==> src/hw/rtl/povrst_pkg.sv <==
`default_nettype none

package povrst_pkg;

  localparam int DEF_SECTORS   = 120;
  localparam int DEF_TIME_BITS = 32;

  localparam int NOW_W        = 32;
  localparam int ARM_W        = 7;
  localparam int LAST_W       = 8;
  localparam int QUO_W        = 9;
  localparam int CMP_W        = 32;
  localparam int DEG_PER_TURN = 360;

  localparam int DEBOUNCE_W  = 20;
  localparam int TIMEOUT_W   = 26;
  localparam int GUARD_W     = 24;
  localparam int ANGLE_W     = 9;
  localparam int CFG_DATA_W  = 26;
  localparam int CFG_INDEX_W = 3;

  localparam logic [CFG_INDEX_W-1:0] REG_DEBOUNCE    = 3'd0;
  localparam logic [CFG_INDEX_W-1:0] REG_TIMEOUT     = 3'd1;
  localparam logic [CFG_INDEX_W-1:0] REG_GUARD       = 3'd2;
  localparam logic [CFG_INDEX_W-1:0] REG_ANGLE       = 3'd3;
  localparam logic [CFG_INDEX_W-1:0] REG_FORCE_STOP  = 3'd4;
  localparam logic [CFG_INDEX_W-1:0] REG_FRAME_READY = 3'd5;

  localparam logic [DEBOUNCE_W-1:0] RST_DEBOUNCE = DEBOUNCE_W'(50000);
  localparam logic [TIMEOUT_W-1:0]  RST_TIMEOUT  = TIMEOUT_W'(1000000);
  localparam logic [GUARD_W-1:0]    RST_GUARD    = GUARD_W'(500000);
  localparam logic [LAST_W-1:0]     LAST_NONE    = 8'hFF;

  localparam logic CMD_PULSE = 1'b0;

  typedef struct packed {
    logic start;
    logic mul_en;
  } md_req_t;

  typedef struct packed {
    logic busy;
    logic done;
  } md_rsp_t;

endpackage

`default_nettype wire

==> src/hw/rtl/povrst_muldiv.sv <==
`default_nettype none

module povrst_muldiv import povrst_pkg::*; #(
  parameter int AW   = DEF_TIME_BITS,
  parameter int MULT = DEF_SECTORS
) (
  input  wire logic          clk,
  input  wire logic          rst_n,
  input  wire md_req_t       req,
  input  wire logic [AW-1:0] a,
  input  wire logic [AW-1:0] d,
  output md_rsp_t            rsp,
  output logic [QUO_W-1:0]   q,
  output logic [AW-1:0]      rem
);

  localparam int MW    = $clog2(MULT + 1);
  localparam int PW    = AW + MW;
  localparam int MIW   = $clog2(MW);
  localparam int CNT_N = (MW > QUO_W) ? MW : QUO_W;
  localparam int CW    = $clog2(CNT_N);
  localparam logic [MW-1:0] MULT_V = MW'(MULT);

  localparam logic [1:0] MD_IDLE = 2'd0;
  localparam logic [1:0] MD_MUL  = 2'd1;
  localparam logic [1:0] MD_LOAD = 2'd2;
  localparam logic [1:0] MD_DIV  = 2'd3;

  logic [1:0]       state_r;
  logic [CW-1:0]    cnt_r;
  logic             done_r;
  logic [AW-1:0]    a_r;
  logic [AW-1:0]    d_r;
  logic [PW-1:0]    acc_r;
  logic [PW-1:0]    acc_nxt;
  logic [AW-1:0]    rem_r;
  logic [AW-1:0]    rem_nxt;
  logic [QUO_W-1:0] lo_r;
  logic [QUO_W-1:0] q_r;
  logic [AW:0]      trial;
  logic [AW:0]      trial_sub;
  logic             ge;

  always_comb begin
    acc_nxt   = {acc_r[PW-2:0], 1'b0} + (MULT_V[cnt_r[MIW-1:0]] ? PW'(a_r) : '0);
    trial     = {rem_r, lo_r[QUO_W-1]};
    trial_sub = trial - {1'b0, d_r};
    ge        = trial >= {1'b0, d_r};
    rem_nxt   = ge ? trial_sub[AW-1:0] : trial[AW-1:0];
  end

  always_ff @(posedge clk) begin
    if (!rst_n) begin
      state_r <= MD_IDLE;
      cnt_r   <= '0;
      done_r  <= 1'b0;
    end else begin
      done_r <= 1'b0;
      unique case (state_r)
        MD_IDLE: begin
          if (req.start) begin
            cnt_r   <= CW'(MW - 1);
            state_r <= req.mul_en ? MD_MUL : MD_LOAD;
          end
        end
        MD_MUL: begin
          if (cnt_r == '0) begin
            state_r <= MD_LOAD;
          end else begin
            cnt_r <= cnt_r - 1'b1;
          end
        end
        MD_LOAD: begin
          cnt_r   <= CW'(QUO_W - 1);
          state_r <= MD_DIV;
        end
        MD_DIV: begin
          if (cnt_r == '0) begin
            done_r  <= 1'b1;
            state_r <= MD_IDLE;
          end else begin
            cnt_r <= cnt_r - 1'b1;
          end
        end
        default: state_r <= MD_IDLE;
      endcase
    end
  end

  always_ff @(posedge clk) begin
    unique case (state_r)
      MD_IDLE: begin
        if (req.start) begin
          a_r   <= a;
          d_r   <= d;
          acc_r <= req.mul_en ? '0 : PW'(a);
        end
      end
      MD_MUL: acc_r <= acc_nxt;
      MD_LOAD: begin
        rem_r <= AW'(acc_r[PW-1:QUO_W]);
        lo_r  <= acc_r[QUO_W-1:0];
      end
      MD_DIV: begin
        rem_r <= rem_nxt;
        q_r   <= {q_r[QUO_W-2:0], ge};
        lo_r  <= {lo_r[QUO_W-2:0], 1'b0};
      end
      default: ;
    endcase
  end

  assign rsp.busy = state_r != MD_IDLE;
  assign rsp.done = done_r;
  assign q        = q_r;
  assign rem      = rem_r;

endmodule

`default_nettype wire

==> src/hw/rtl/pov_rotation_sector_timer_unit.sv <==
// A beat's result waits on the shift-add multiply and the restoring divide of the shared serial
// unit only when a sector is computed; otherwise the serial unit is not used for that beat.
// One item at a time; a new beat is taken while the previous result waits at the output.
// Writing the angle offset starts two serial operations that hold off input until both finish.
// Synchronous active-low reset restores register defaults, display on, nothing drawn.
`default_nettype none

module pov_rotation_sector_timer_unit import povrst_pkg::*; #(
  parameter int SECTORS   = DEF_SECTORS,
  parameter int TIME_BITS = DEF_TIME_BITS
) (
  input  wire logic                   clk,
  input  wire logic                   rst_n,
  input  wire logic                   in_valid,
  output logic                        in_ready,
  input  wire logic                   in_command,
  input  wire logic [NOW_W-1:0]       in_now_us,
  output logic                        out_valid,
  input  wire logic                   out_ready,
  output logic                        out_draw,
  output logic [ARM_W-1:0]            out_sector_arm0,
  output logic [ARM_W-1:0]            out_sector_arm1,
  output logic [ARM_W-1:0]            out_sector_arm2,
  output logic [ARM_W-1:0]            out_sector_arm3,
  output logic                        out_display_on,
  output logic                        out_power_off_event,
  input  wire logic                   cfg_we,
  input  wire logic [CFG_INDEX_W-1:0] cfg_index,
  input  wire logic [CFG_DATA_W-1:0]  cfg_wdata
);

  localparam int SW  = $clog2(SECTORS);
  localparam int QTR = SECTORS / 4;
  localparam int TW  = TIME_BITS;

  localparam logic [2:0] ST_IDLE    = 3'd0;
  localparam logic [2:0] ST_OFF_MUL = 3'd1;
  localparam logic [2:0] ST_OFF_MOD = 3'd2;
  localparam logic [2:0] ST_PULSE   = 3'd3;
  localparam logic [2:0] ST_TICK    = 3'd4;
  localparam logic [2:0] ST_DIV     = 3'd5;
  localparam logic [2:0] ST_SECT    = 3'd6;
  localparam logic [2:0] ST_OUT     = 3'd7;

  logic [2:0]            state_r;
  logic [DEBOUNCE_W-1:0] debounce_r;
  logic [TIMEOUT_W-1:0]  timeout_r;
  logic [GUARD_W-1:0]    guard_r;
  logic [ANGLE_W-1:0]    angle_r;
  logic                  force_r;
  logic                  frame_r;
  logic [TW-1:0]         lpt_r;
  logic [TW-1:0]         period_r;
  logic [TW-1:0]         pot_r;
  logic                  active_r;
  logic                  rendering_r;
  logic [LAST_W-1:0]     last_drawn_r;
  logic [SW-1:0]         off_mod_r;
  logic                  off_pend_r;
  logic                  out_valid_r;

  logic                  cmd_r;
  logic [TW-1:0]         now_r;
  logic [SW-1:0]         b_r;
  logic                  res_draw_r;
  logic                  res_poff_r;
  logic [SW-1:0]         res_s_r;
  logic                  out_draw_r;
  logic [ARM_W-1:0]      out_arm0_r;
  logic [ARM_W-1:0]      out_arm1_r;
  logic [ARM_W-1:0]      out_arm2_r;
  logic [ARM_W-1:0]      out_arm3_r;
  logic                  out_display_on_r;
  logic                  out_poff_r;

  md_req_t               md_req;
  md_rsp_t               md_rsp;
  logic [TW-1:0]         md_a;
  logic [TW-1:0]         md_d;
  logic [QUO_W-1:0]      md_q;
  logic [TW-1:0]         md_rem;

  logic [TW-1:0]         pulse_diff;
  logic [TW-1:0]         guard_diff;
  logic                  guard_hit;
  logic                  deb_hit;
  logic [TW-1:0]         elapsed;
  logic                  off_cond;
  logic                  sect_cond;
  logic                  clamp;
  logic [SW:0]           sect_sum;
  logic [SW-1:0]         s_sect;
  logic                  draw_hit;
  logic                  load_out;
  logic [SW:0]           arm_sum [4];
  logic [SW-1:0]         arm_v [4];

  always_comb begin
    pulse_diff = now_r - lpt_r;
    guard_diff = now_r - pot_r;
    guard_hit  = CMP_W'(guard_diff) < CMP_W'(guard_r);
    deb_hit    = CMP_W'(pulse_diff) > CMP_W'(debounce_r);
    elapsed    = (lpt_r != '0) ? now_r - lpt_r : '0;
    off_cond   = active_r && (force_r || (CMP_W'(elapsed) > CMP_W'(timeout_r)));
    sect_cond  = frame_r && active_r && !off_cond && (lpt_r != '0) && !force_r &&
                 rendering_r && (period_r != '0);
    clamp      = elapsed >= period_r;
    sect_sum   = {1'b0, b_r} + {1'b0, off_mod_r};
    s_sect     = (sect_sum >= (SW+1)'(SECTORS)) ? SW'(sect_sum - (SW+1)'(SECTORS))
                                                : sect_sum[SW-1:0];
    draw_hit   = LAST_W'(s_sect) != last_drawn_r;
    load_out   = (state_r == ST_OUT) && (!out_valid_r || out_ready);
  end

  always_comb begin
    for (int k = 0; k < 4; k++) begin
      arm_sum[k] = {1'b0, res_s_r} + (SW+1)'(k * QTR);
      arm_v[k]   = (arm_sum[k] >= (SW+1)'(SECTORS)) ? SW'(arm_sum[k] - (SW+1)'(SECTORS))
                                                    : arm_sum[k][SW-1:0];
    end
  end

  always_comb begin
    md_req = '0;
    md_a   = '0;
    md_d   = '0;
    unique case (state_r)
      ST_IDLE: begin
        if (off_pend_r) begin
          md_req.start  = 1'b1;
          md_req.mul_en = 1'b1;
          md_a          = TW'(angle_r);
          md_d          = TW'(DEG_PER_TURN);
        end
      end
      ST_OFF_MUL: begin
        if (md_rsp.done) begin
          md_req.start = 1'b1;
          md_a         = TW'(md_q);
          md_d         = TW'(SECTORS);
        end
      end
      ST_TICK: begin
        if (sect_cond && !clamp) begin
          md_req.start  = 1'b1;
          md_req.mul_en = 1'b1;
          md_a          = elapsed;
          md_d          = period_r;
        end
      end
      default: ;
    endcase
  end

  povrst_muldiv #(
    .AW   (TW),
    .MULT (SECTORS)
  ) u_muldiv (
    .clk   (clk),
    .rst_n (rst_n),
    .req   (md_req),
    .a     (md_a),
    .d     (md_d),
    .rsp   (md_rsp),
    .q     (md_q),
    .rem   (md_rem)
  );

  always_ff @(posedge clk) begin
    if (!rst_n) begin
      state_r      <= ST_IDLE;
      debounce_r   <= RST_DEBOUNCE;
      timeout_r    <= RST_TIMEOUT;
      guard_r      <= RST_GUARD;
      angle_r      <= '0;
      force_r      <= 1'b0;
      frame_r      <= 1'b0;
      lpt_r        <= '0;
      period_r     <= '0;
      pot_r        <= '0;
      active_r     <= 1'b1;
      rendering_r  <= 1'b0;
      last_drawn_r <= LAST_NONE;
      off_mod_r    <= '0;
      off_pend_r   <= 1'b0;
      out_valid_r  <= 1'b0;
    end else begin
      if (out_valid_r && out_ready) begin
        out_valid_r <= 1'b0;
      end
      unique case (state_r)
        ST_IDLE: begin
          if (off_pend_r) begin
            off_pend_r <= 1'b0;
            state_r    <= ST_OFF_MUL;
          end else if (in_valid) begin
            state_r <= ST_PULSE;
          end
        end
        ST_OFF_MUL: begin
          if (md_rsp.done) begin
            state_r <= ST_OFF_MOD;
          end
        end
        ST_OFF_MOD: begin
          if (md_rsp.done) begin
            off_mod_r <= md_rem[SW-1:0];
            state_r   <= ST_IDLE;
          end
        end
        ST_PULSE: begin
          if (cmd_r == CMD_PULSE) begin
            if (!active_r && guard_hit) begin
              state_r <= ST_OUT;
            end else begin
              if (deb_hit) begin
                period_r <= pulse_diff;
                lpt_r    <= now_r;
                if (!force_r) begin
                  if (!active_r) begin
                    active_r    <= 1'b1;
                    rendering_r <= 1'b0;
                  end else begin
                    rendering_r <= 1'b1;
                  end
                end
              end
              state_r <= ST_TICK;
            end
          end else begin
            state_r <= ST_TICK;
          end
        end
        ST_TICK: begin
          if (off_cond) begin
            active_r    <= 1'b0;
            rendering_r <= 1'b0;
            pot_r       <= now_r;
          end
          if (sect_cond) begin
            state_r <= clamp ? ST_SECT : ST_DIV;
          end else begin
            state_r <= ST_OUT;
          end
        end
        ST_DIV: begin
          if (md_rsp.done) begin
            state_r <= ST_SECT;
          end
        end
        ST_SECT: begin
          if (draw_hit) begin
            last_drawn_r <= LAST_W'(s_sect);
          end
          state_r <= ST_OUT;
        end
        ST_OUT: begin
          if (load_out) begin
            out_valid_r <= 1'b1;
            state_r     <= ST_IDLE;
          end
        end
        default: state_r <= ST_IDLE;
      endcase
      if (cfg_we) begin
        unique case (cfg_index)
          REG_DEBOUNCE:    debounce_r <= cfg_wdata[DEBOUNCE_W-1:0];
          REG_TIMEOUT:     timeout_r  <= cfg_wdata[TIMEOUT_W-1:0];
          REG_GUARD:       guard_r    <= cfg_wdata[GUARD_W-1:0];
          REG_ANGLE: begin
            angle_r    <= cfg_wdata[ANGLE_W-1:0];
            off_pend_r <= 1'b1;
          end
          REG_FORCE_STOP:  force_r    <= cfg_wdata[0];
          REG_FRAME_READY: frame_r    <= cfg_wdata[0];
          default: ;
        endcase
      end
    end
  end

  always_ff @(posedge clk) begin
    unique case (state_r)
      ST_IDLE: begin
        if (in_valid && in_ready) begin
          cmd_r <= in_command;
          now_r <= in_now_us[TW-1:0];
        end
      end
      ST_PULSE: begin
        res_draw_r <= 1'b0;
        res_poff_r <= 1'b0;
      end
      ST_TICK: begin
        res_draw_r <= 1'b0;
        res_poff_r <= off_cond;
        if (clamp) begin
          b_r <= SW'(SECTORS - 1);
        end
      end
      ST_DIV: begin
        if (md_rsp.done) begin
          b_r <= md_q[SW-1:0];
        end
      end
      ST_SECT: begin
        res_draw_r <= draw_hit;
        res_s_r    <= s_sect;
      end
      ST_OUT: begin
        if (load_out) begin
          out_draw_r       <= res_draw_r;
          out_arm0_r       <= res_draw_r ? ARM_W'(arm_v[0]) : '0;
          out_arm1_r       <= res_draw_r ? ARM_W'(arm_v[1]) : '0;
          out_arm2_r       <= res_draw_r ? ARM_W'(arm_v[2]) : '0;
          out_arm3_r       <= res_draw_r ? ARM_W'(arm_v[3]) : '0;
          out_display_on_r <= active_r;
          out_poff_r       <= res_poff_r;
        end
      end
      default: ;
    endcase
  end

  assign in_ready            = (state_r == ST_IDLE) && !off_pend_r;
  assign out_valid           = out_valid_r;
  assign out_draw            = out_draw_r;
  assign out_sector_arm0     = out_arm0_r;
  assign out_sector_arm1     = out_arm1_r;
  assign out_sector_arm2     = out_arm2_r;
  assign out_sector_arm3     = out_arm3_r;
  assign out_display_on      = out_display_on_r;
  assign out_power_off_event = out_poff_r;

  a_render_needs_active: assert property (@(posedge clk) disable iff (!rst_n)
    rendering_r |-> active_r)
    else $error("rendering set while display is off");

  a_draw_while_on: assert property (@(posedge clk) disable iff (!rst_n)
    out_valid_r && out_draw |-> out_display_on && !out_power_off_event)
    else $error("draw beat with display off");

  a_no_draw_zero_arms: assert property (@(posedge clk) disable iff (!rst_n)
    out_valid_r && !out_draw |-> (out_sector_arm0 == '0) && (out_sector_arm1 == '0) &&
                                 (out_sector_arm2 == '0) && (out_sector_arm3 == '0))
    else $error("arm sectors nonzero without draw");

  a_start_when_free: assert property (@(posedge clk) disable iff (!rst_n)
    md_req.start |-> !md_rsp.busy)
    else $error("serial unit started while busy");

  a_accept_to_pulse: assert property (@(posedge clk) disable iff (!rst_n)
    in_valid && in_ready |=> state_r == ST_PULSE)
    else $error("accepted beat not taken into processing");

endmodule

`default_nettype wire

==> config.mk <==
export PLATFORM = sky130hd
export DESIGN_NAME = pov_rotation_sector_timer_unit
export DESIGN_NICKNAME = d
export VERILOG_FILES = /design/src/hw/rtl/povrst_pkg.sv /design/src/hw/rtl/povrst_muldiv.sv /design/src/hw/rtl/pov_rotation_sector_timer_unit.sv
export SDC_FILE = /design/constraint.sdc
export NUM_CORES = 1
export LEC_CHECK = 0
export ABC_AREA = 1
export BUFFER_PORTS_ARGS = -buffer_cell sky130_fd_sc_hd__buf_2
export CAP_MARGIN = 5
export CORE_AREA = 3 3 295 239
export CTS_CLUSTER_DIAMETER = 150
export DETAILED_ROUTE_END_ITERATION = 6
export DIE_AREA = 0 0 298 242
export PLACE_DENSITY = 0.55
export SLEW_MARGIN = 20
export SYNTH_ARGS = -nofsm -noshare
export SYNTH_HDL_FRONTEND = slang
export SYNTH_SLANG_ARGS = --single-unit
==> constraint.sdc <==
create_clock -name clk -period 5.27 [get_ports clk]
set_input_delay 0.2635 -clock clk [delete_from_list [all_inputs] [get_ports clk]]
set_output_delay 0.2635 -clock clk [all_outputs]
set_load 0.05 [all_outputs]
==> results of run 1 <==
==> worst max path at each step <==
stage | start | endpoint | slack (ps) | depth (start not counted)
3_3_place_gp | now_r[2] | period_r[23] | -170 | 24
5_1_grt | now_r[7] | u_muldiv.a_r[2] | 9 | 24
6_report | now_r[4] | period_r[23] | 370 | 26
2_1_floorplan | now_r[8] | u_muldiv.a_r[0] | 110 | 24
3_5_place_dp | now_r[2] | period_r[23] | -50 | 24
4_1_cts | now_r[2] | period_r[23] | 70 | 24
==> report_power, final <==
part	switching (mW)	internal [mW]
registers	0.314	4.08
logic	5.33	2.94
clock network	1.48	1.91
==> final cells by class <==
class | instances | area (sq um) | share of cell area [%]
diodes | 1 | 2.502 | 0.008097
clock buffers | 55 | 1247 | 4.036
clock inverters | 34 | 311.5 | 1.008
inverters | 529 | 1986 | 6.425
multi-input cells | 2285 | 13700 | 44.32
flip-flops and latches | 435 | 10990 | 35.56
well taps | 913 | 1142 | 3.696
repair buffers | 205 | 1529 | 4.947
==> worst register-to-register path: stages (launching register included) <==
cell and delay, ps:
edfxtp_1 440, ha_1 370, nand2_1 110, inv_1 40, nand2_1 50, nand2_1 60, a21oi_1 240, o21bai_2 140
nand2_1 120, nand2_2 120, nand3_1 110, nand2_1 70, xnor2_1 310, inv_1 170, ha_1 350, nand4_1 140
o41ai_1 420, buf_4 190, nand3_1 100, nor3_2 150, nand4_1 120, buf_4 210, nand3_4 110, buf_12 150
buf_12 180, o21ai_0 130, a21oi_1 190
==> layer usage <==
| metal | GRT usage (%) | wire (um) | up-vias |
|---|---|---|---|
| li1 | - | - | 11608 |
| met1 | 31.86 | 39480 | 10315 |
| met2 | 31.24 | 31810 | 519 |
| met3 | 4.086 | 5033 | 83 |
| met4 | 4.221 | 1268 | 0 |
| met5 | 0 | 0 | - |
==> cell usage in the layout, fill, tap and decap left out, types with 12 or more instances in the layout <==
cell           count
buf_4             49
o21ai_1           49
buf_2             98
xnor2_1           43
dlygate4sd3_1     48
o211ai_1          32
nand2_2           14
nand3_1           80
a21oi_1          364
nand4_1           32
o21bai_1          15
a211oi_1          12
nor3_1            67
nor4_1            28
o221ai_1          16
edfxtp_1         228
a21oi_2           30
dfxtp_1          207
nor2_1           213
ha_1             245
inv_1            512
inv_2             13
xor2_1            56
clkbuf_16         49
nand2_1          580
o21ai_0          273
==> registers in the layout (all words and copies together), names as in the netlist, 4 cells and up, named ones only <==
name and flops:
angle_r 9, u_muldiv.q 9, b_r 7, out_sector_arm0 7
lpt_r 32, pot_r 32, period_r 32, out_sector_arm2 5
u_muldiv.cnt_r 4, guard_r 24, u_muldiv.rem 32, u_muldiv.lo_r 9
last_drawn_r 8, timeout_r 26, u_muldiv.a_r 32, out_sector_arm1 6
off_mod_r 7, res_s_r 7, out_sector_arm3 5, now_r 32
u_muldiv.acc_r 39, debounce_r 20, u_muldiv.d_r 32
==> logic make-up (layout without fill, tap and decap cells) <==
| logic type | Yosys count | in the layout | synth area share, % |
|---|---|---|---|
| buffers and inverters | 627 | 823 | 9.117 |
| AOI/OAI and AO/OA | 868 | 868 | 18.16 |
| adders and majority gates | 253 | 253 | 11.89 |
| xor gates and xnor gates | 106 | 106 | 3.474 |
| and+or+nand+nor | 1052 | 1052 | 16.55 |
| DFF | 435 | 435 | 40.80 |
| other | 1 | 7 | 0.01392 |
==> stage by stage <==
step / TNS [ps] / power (mW) / cell area (sq um) / utilization [%]
finish: 0 / 16.06 / 30910 / 45.84
global route: 0 / 17.44 / 30900 / 45.83
CTS: 0 / 15.91 / 30700 / 45.54
detailed placement: -103.0 / 12.43 / 28660 / 42.51
global placement: -2604 / 12.44 / 28660 / 42.51
floorplan: 0 / 10.01 / 26960 / -
==> timing repair <==
| item | in CTS | in global routing |
|---|---|---|
| gates resized for setup | 1 | 32 |
| cloned | 0 | 2 |
| pin swaps | 0 | 1 |
| endpoints found under the hold margin | 58 | 0 |
| setup endpoints to repair | 33 | 220 |
| hold buffers | 48 | 0 |
==> results.yml, run 1 <==
route:
  finalWirelength_um: 77590
  route.detailed.drc: 0
  postRouteAntennaNets: 0
  drt-wirelength-per-cell_um: 17.41
  vias: 22525
  dr.pass1.iters: 6
  viasPerCell: 5.054
  drt_iter0_drc: 1685
sta:
  period_needed_ps: 4898
  rsz0062_at_grt: "false"
  setup_viol: 0
  hold_violations: 0
  slew_viol_final: 0
  relSlewSlack_pct: 30.19
  clock_skew_ps: 36.05
  min_period_over_period_pct: 92.94
  setup_slack_ps: 371.8
  whs_ps: 28.81
  worst_pin_slew_ps: 1046
  fmax_mhz: 204.2
synthesis:
  yosysSeqAreaShare_pct: 40.80
  synth_edf_count: 228
  yosys.area.top_type_share_pct: 25.41
  synthCells: 3342
  ys_async_sr_fraction_pct: 0
  ys_top_cells_by_area: "edfxtp_1, dfxtp_1, ha_1, nand2_1, inv_1"
  ys_seq_elements: 435
  synth_cell_types: 68
  yosys_warnings: 0
  synth.avg_cell_area_sq_um: 8.061
  yosysMostFrequentCell: "nand2_1"
  ys.flop_type: "edfxtp_1"
  synth_common_cells: "nand2_1, inv_1, a21oi_1"
  syn_area_sq_mm: 0.02694
  yosysTopAreaCell: "edfxtp_1"
floorplan:
  ioPinCount: 100
  dieArea_sq_mm: 0.07212
  die_h_um: 242
  die_x_um: 298
  start_util_pct: 39.95
  rows: 85
  core_region_area_sq_mm: 0.06743
placement:
  pre_cts_ws_ps: -51.37
  place_inst: 4316
  place_hpwl_um: 59790
  buffer_ports.inserted: 99
  gp_congestion: 0.9404
critical_path:
  crit_family: "simple AND/OR/NAND/NOR gates"
  critPathKind: "register to register"
  cpPeakStageDelay_ps: 440
  slowest_stage: "edfxtp_1"
  reg2reg_depth: 26
  start_kind: "register"
  crit_path_frequent_cell: "nand2_1"
  end_kind: "register"
  crit_buf_inv: 6
  r2r-start: "now_r[4]"
  rrSetupSlack_ps: 370
  worstReg2RegEnd: "period_r[23]"
  crit_arrival_ps: 5400
  required_ps: 5770
  critPathMaxFanout: 27
final_layout:
  fin_cells: 4457
  synthToLayoutAreaGrowth_pct: 14.72
  final_layout_size_suffix_gt1_share_pct: 9.879
  fillers: 6781
  nNetsFinal: 3824
clock_network:
  cts.sinks: 435
  cts_buffers: 48
  max-clock-path-buffers: 3
  path_clk_slew_ps: 70
  worstSkewPairLatency_ps: 610
  postCtsSetupRepairBufs: 0
  root_buffer: "clkbuf_16"
  cts_tree: "done"
  ctsHtreeMaxLevel: 2
power_and_ir_drop:
  leakagePower_nw: 13.28
  peakVddDrop_mv: 0.2668
  power_density_mw_per_mm2: 519.6
global_routing:
  grt_overflow: 0
  antenna_found_initial: 1
  grt_start_max_net_pins: 95
  grt_pass1_wl_um: 122100
  first_global_vias: 21456
  grt_usage_pct: 21.12
status:
  status: "finished, final reports clean"
hold_path:
  hold_start: "cfg_wdata[12]"
  hold_path_end: "timeout_r[12]"
  holdCritPathClass: "input port to register"
  holdPathStages: 3
flow_run:
  cap_violations: 0
(Power assumes the default switching activity.)
==> run 2: changes to the inputs <==
==> constraint.sdc (replaced) <==
create_clock -name clk -period 5.27 [get_ports clk]
set_input_delay 1.054 -clock clk [delete_from_list [all_inputs] [get_ports clk]]
set_output_delay 1.054 -clock clk [all_outputs]
set_load 0.05 [all_outputs]
==> run 2 against run 1 <==
Against the previous run:
- sequential power is essentially flat
- die area unchanged
- clock-buffer cell count grew 12
- clock skew fell by 3.2 ps
- register-to-register slack worse by 40 ps
- sequential share of layout area increased by 0.55 points
- setup slack worse by 36 ps
- combinational power is 0.8% lower
- cell area fell by 1.5%
- worst hold slack better by 390 ps
- power is essentially flat
- critical endpoint unchanged
- global-route usage decreased by 0.41 points
==> results.yml, run 2 (synthesis results as in run 1) <==
status:
  status: "finished, final reports clean"
route:
  dr.pass1.iters: 6
  viasPerCell: 5.086
  vias: 22451
  drt_iter0_drc: 1806
  route.detailed.drc: 0
  drt-wirelength-per-cell_um: 17.39
  finalWirelength_um: 76770
  postRouteAntennaNets: 0
floorplan:
  die_x_um: 298
  ioPinCount: 100
  dieArea_sq_mm: 0.07212
  rows: 85
  die_h_um: 242
  core_region_area_sq_mm: 0.06743
  start_util_pct: 39.95
clock_network:
  cts_tree: "done"
  worstSkewPairLatency_ps: 610
  ctsHoldBuffers: 0
  path_clk_slew_ps: 60
  max-clock-path-buffers: 3
  cts.sinks: 435
  root_buffer: "clkbuf_16"
  cts_buffers: 48
  ctsHtreeMaxLevel: 2
final_layout:
  most-common-layout-cells: "nand2_1, inv_1, a21oi_1, o21ai_0, ha_1"
  nNetsFinal: 3779
  top_register: "u_muldiv.acc_r"
  fillers: 6801
  layout_commonest_cell: "nand2_1"
  final_layout_size_suffix_gt1_share_pct: 9.717
  largest_register_ffs: 39
  seq_area_sq_mm: 0.01099
  synthToLayoutAreaGrowth_pct: 12.97
  postLayoutCoreUtil_pct: 45.13
  multiInputGateArea_sq_mm: 0.01368
critical_path:
  crit_path_frequent_cell: "nand2_1"
  slowest_stage: "edfxtp_1"
  crit_arrival_ps: 5450
  critPathKind: "register to register"
  start_kind: "register"
  cpPeakStageDelay_ps: 450
  critPathMaxFanout: 40
  end_kind: "register"
  required_ps: 5780
global_routing:
  grt_overflow: 0
  antenna_found_initial: 1
  grt_pass1_wl_um: 119500
  grt_start_max_net_pins: 71
  grt_usage_pct: 20.72
  first_global_vias: 20648
hold_path:
  holdCritPathClass: "register to register"
sta:
  relSlewSlack_pct: 25.73
  period_needed_ps: 4934
  rsz0062_at_grt: "true"
  setup_viol: 0
  clock_skew_ps: 32.90
  worst_pin_slew_ps: 1111
  min_period_over_period_pct: 93.63
  slew_viol_final: 0
  finalSetupTns_ps: 0
  hold_violations: 0
  fmax_mhz: 202.7
power_and_ir_drop:
  leakagePower_nw: 13.12
  peakVddDrop_mv: 0.3630
  power_density_mw_per_mm2: 527.8
placement:
  place_hpwl_um: 59480
  buffer_ports.inserted: 99
  gp_congestion: 0.9514
flow_run:
  cap_violations: 0
==> run 2: cell count changes in the layout (fill, tap and decap cells not counted), sizes merged <==
cell         change
clkinvlp         -7
clkbuf          +10
diode            +1
clkinv           -4
dlygate4sd3     -48
buf              +5
==> run 2: final cells by class <==
class,instances,share of cell area (%)
antenna,2,0.01645
multi-input combinational,2285,44.96
clock inverter,23,0.7647
clock buffer,67,4.453
sequential,435,36.11
inverter,529,6.525
tap,913,3.754
timing repair buffer,160,3.412
==> run 2: metal layers <==
layer / wire length (um) / up-vias / track usage (%)
met4: 1194 / 0 / 3.990
met1: 39710 / 10309 / 32.38
met5: 0 / - / 0
li1: - / 11516 / -
met2: 31130 / 549 / 30.02
met3: 4735 / 77 / 3.118
==> run 2: path summary, 6_finish.rpt <==
kind | from | end | slack, ps | cells after the start
setup / recovery | now_r[2] | period_r[23] | 340 | 28
hold / removal | res_poff_r | out_power_off_event | 420 | 0
setup reg to reg | now_r[2] | period_r[23] | 340 | 28
hold reg to reg | res_poff_r | out_power_off_event | 420 | 0
==> run 2: where the power goes <==
part / internal (mW) / switching [mW] / leakage (nW)
Clock: 2.00 / 1.47 / 0.772
Sequential: 4.08 / 0.301 / 3.74
Combinational: 2.89 / 5.33 / 8.62
Total: 8.97 / 7.10 / 13.1
==> run 2: repair_timing <==
action                     CTS  global route
setup endpoints to repair    0           215
buffers inserted             0             0
gates resized for setup      0            26
==> run 2: metrics by stage <==
stage	total power, mW	hold slack (ps)	cell area, sq um	setup WS [ps]	std cells
CTS	15.93	419.5	30290	26.51	4412
finish	16.06	415.1	30430	335.5	4414
detailed placement	12.40	407.2	28710	75.93	4322
global placement	12.42	408.2	28710	20.21	4322
floorplan	10.01	400.3	26960	111.1	3347
global route	17.41	434.7	30430	-59.99	4412
==> run 2: worst max-delay path, delay by kind of cell (launching register included) <==
kind	cells	cell delay [ps]
xor+xnor	1	200
compound gates	10	1560
flops	1	450
buf+inv	5	870
simple gates	10	1050
fa+ha+maj	2	670
==> run 3: changes to the inputs <==
- PLACE_DENSITY: 0.55 -> 0.53
- clock period: 5.27 -> 5.1 ns (I/O delays scaled with it)
==> run 3 against run 2 <==
Against the previous run:
- worst hold slack gained 15 ps
- clock skew down 12 ps
- setup slack worse by 71 ps
- register-to-register slack worse by 70 ps
- sequential power up 4%
- clock-buffer cell count up 5
- utilization increased by 0.60 points
- routed wire length rose by 13%
- power is 5.6% higher
- critical path type unchanged
==> results.yml, run 3 (synthesis results as in run 1) <==
status:
  status: "finished, final reports clean"
critical_path:
  required_ps: 5560
  critPathMaxFanout: 25
  start_kind: "register"
  rrSetupSlack_ps: 260
  end_kind: "register"
  crit_arrival_ps: 5300
  critPathKind: "register to register"
final_layout:
  final_layout_size_suffix_gt1_share_pct: 10.81
  top_register: "u_muldiv.acc_r"
  postLayoutCoreUtil_pct: 45.74
  fin_cells: 4439
  largest_register_ffs: 39
  nNetsFinal: 3807
  most-common-layout-cells: "nand2_1, inv_1, a21oi_1, o21ai_0, ha_1"
  synthToLayoutAreaGrowth_pct: 14.47
  layout_commonest_cell: "nand2_1"
  diodes: 0
route:
  wl_met1_um: 44410
  top_layer_used: "met4"
  drt-wirelength-per-cell_um: 19.51
  dr.pass1.iters: 6
  postRouteAntennaNets: 0
  finalWirelength_um: 86620
  drt_iter0_drc: 2098
  wl_met3_um: 6861
  vias: 23494
  wl_met2_um: 34060
  viasPerCell: 5.293
  route.detailed.drc: 0
floorplan:
  rows: 85
  dieArea_sq_mm: 0.07212
  ioPinCount: 100
  core_region_area_sq_mm: 0.06743
  die_x_um: 298
  die_h_um: 242
  start_util_pct: 39.95
placement:
  gp_congestion: 0.9304
  place_inst: 4340
  place_hpwl_um: 67240
  pre_cts_ws_ps: -192.2
  buffer_ports.inserted: 99
clock_network:
  ctsHtreeMaxLevel: 2
  cts.sinks: 435
  path_clk_slew_ps: 60
  ctsHoldBuffers: 0
  cts_tree: "done"
  worstSkewPairLatency_ps: 600
  max-clock-path-buffers: 3
  root_buffer: "clkbuf_16"
  cts_buffers: 50
flow_run:
  cap_violations: 0
power_and_ir_drop:
  power_density_mw_per_mm2: 549.9
  leakagePower_nw: 13.31
  peakVddDrop_mv: 0.3975
  fin_total_pwr_mw: 16.96
sta:
  min_period_over_period_pct: 94.82
  clock_skew_ps: 21.15
  relSlewSlack_pct: 36.44
  setup_viol: 0
  hold_violations: 0
  fmax_mhz: 206.8
  worst_pin_slew_ps: 947.5
  slew_viol_final: 0
  setup_slack_ps: 264.3
  period_needed_ps: 4836
global_routing:
  grt_pass1_wl_um: 130300
  antenna_found_initial: 1
  grt_start_max_net_pins: 100
  grt_overflow: 0
  grt_usage_pct: 23.02
  first_global_vias: 21752
hold_path:
  holdCritPathClass: "register to register"
-- run 3: cell types whose count changed in the layout (fill, tap and decap cells not counted), sizes merged --
cell	before	now
bufinv	4	1
clkbuf	67	75
buf	160	183
diode	2	0
clkinvlp	3	2
-- run 3: area by class of cell --
type / count / area [sq um]
inverters: 529 / 1989
flip-flops and latches: 435 / 10990
repair buffers: 186 / 1344
multi-input cells: 2285 / 13750
clock buffers: 72 / 1490
clock inverters: 19 / 128.9
fillers: 6780 / 36590
well taps: 913 / 1142
-- run 3: metal layers --
metal,GRT usage (%),vias up
met4,4.235,0
met5,0,-
met2,31.90,779
met1,36.91,11052
li1,-,11576
met3,4.014,87
-- run 3: repair_timing --
action	CTS	global route
gates resized for setup	3	40
endpoints found under the setup margin	58	209
pin swaps	0	1
gates cloned	0	5
endpoints found under the hold margin	0	0
buffers inserted	0	3
-- run 3: stage by stage --
stage	hold WS, ps	instance area [sq um]	TNS (ps)
finish	430.5	30840	0
detailed placement	421.9	28870	-1431
CTS	437.6	30500	0
global placement	403.9	28870	-2929
global route	439.7	30840	-7385
floorplan	400.3	26960	-5701
-- run 3: critical path, stage by stage, from the launching register on --
cell and delay, ps:
edfxtp_1 470, ha_1 390, a21oi_1 160, nand2_1 110, a21boi_2 200, o21ai_2 110
a21boi_2 240, o21ai_4 130, a21oi_2 250, o21ai_2 120, a21oi_2 180, o21ai_0 120
xor2_1 170, ha_1 320, nand4_1 220, nor3_1 190, nand2_1 170, nand3_1 140
nor2_1 60, nand3_2 120, nand3_4 120, buf_12 180, buf_12 160, o21ai_1 250
a21oi_1 70
-- run 3: path summary, 6_finish.rpt --
check,startpoint,to,cells past startpoint
hold reg to reg,res_poff_r,out_power_off_event,0
setup reg to reg,now_r[2],period_r[1],24
hold / removal,res_poff_r,out_power_off_event,0
setup / recovery,now_r[2],period_r[1],24
-- run 3: report_power, final --
part	switching, mW	internal [mW]
logic	5.66	3.12
registers	0.349	4.22
clock network	1.53	2.08
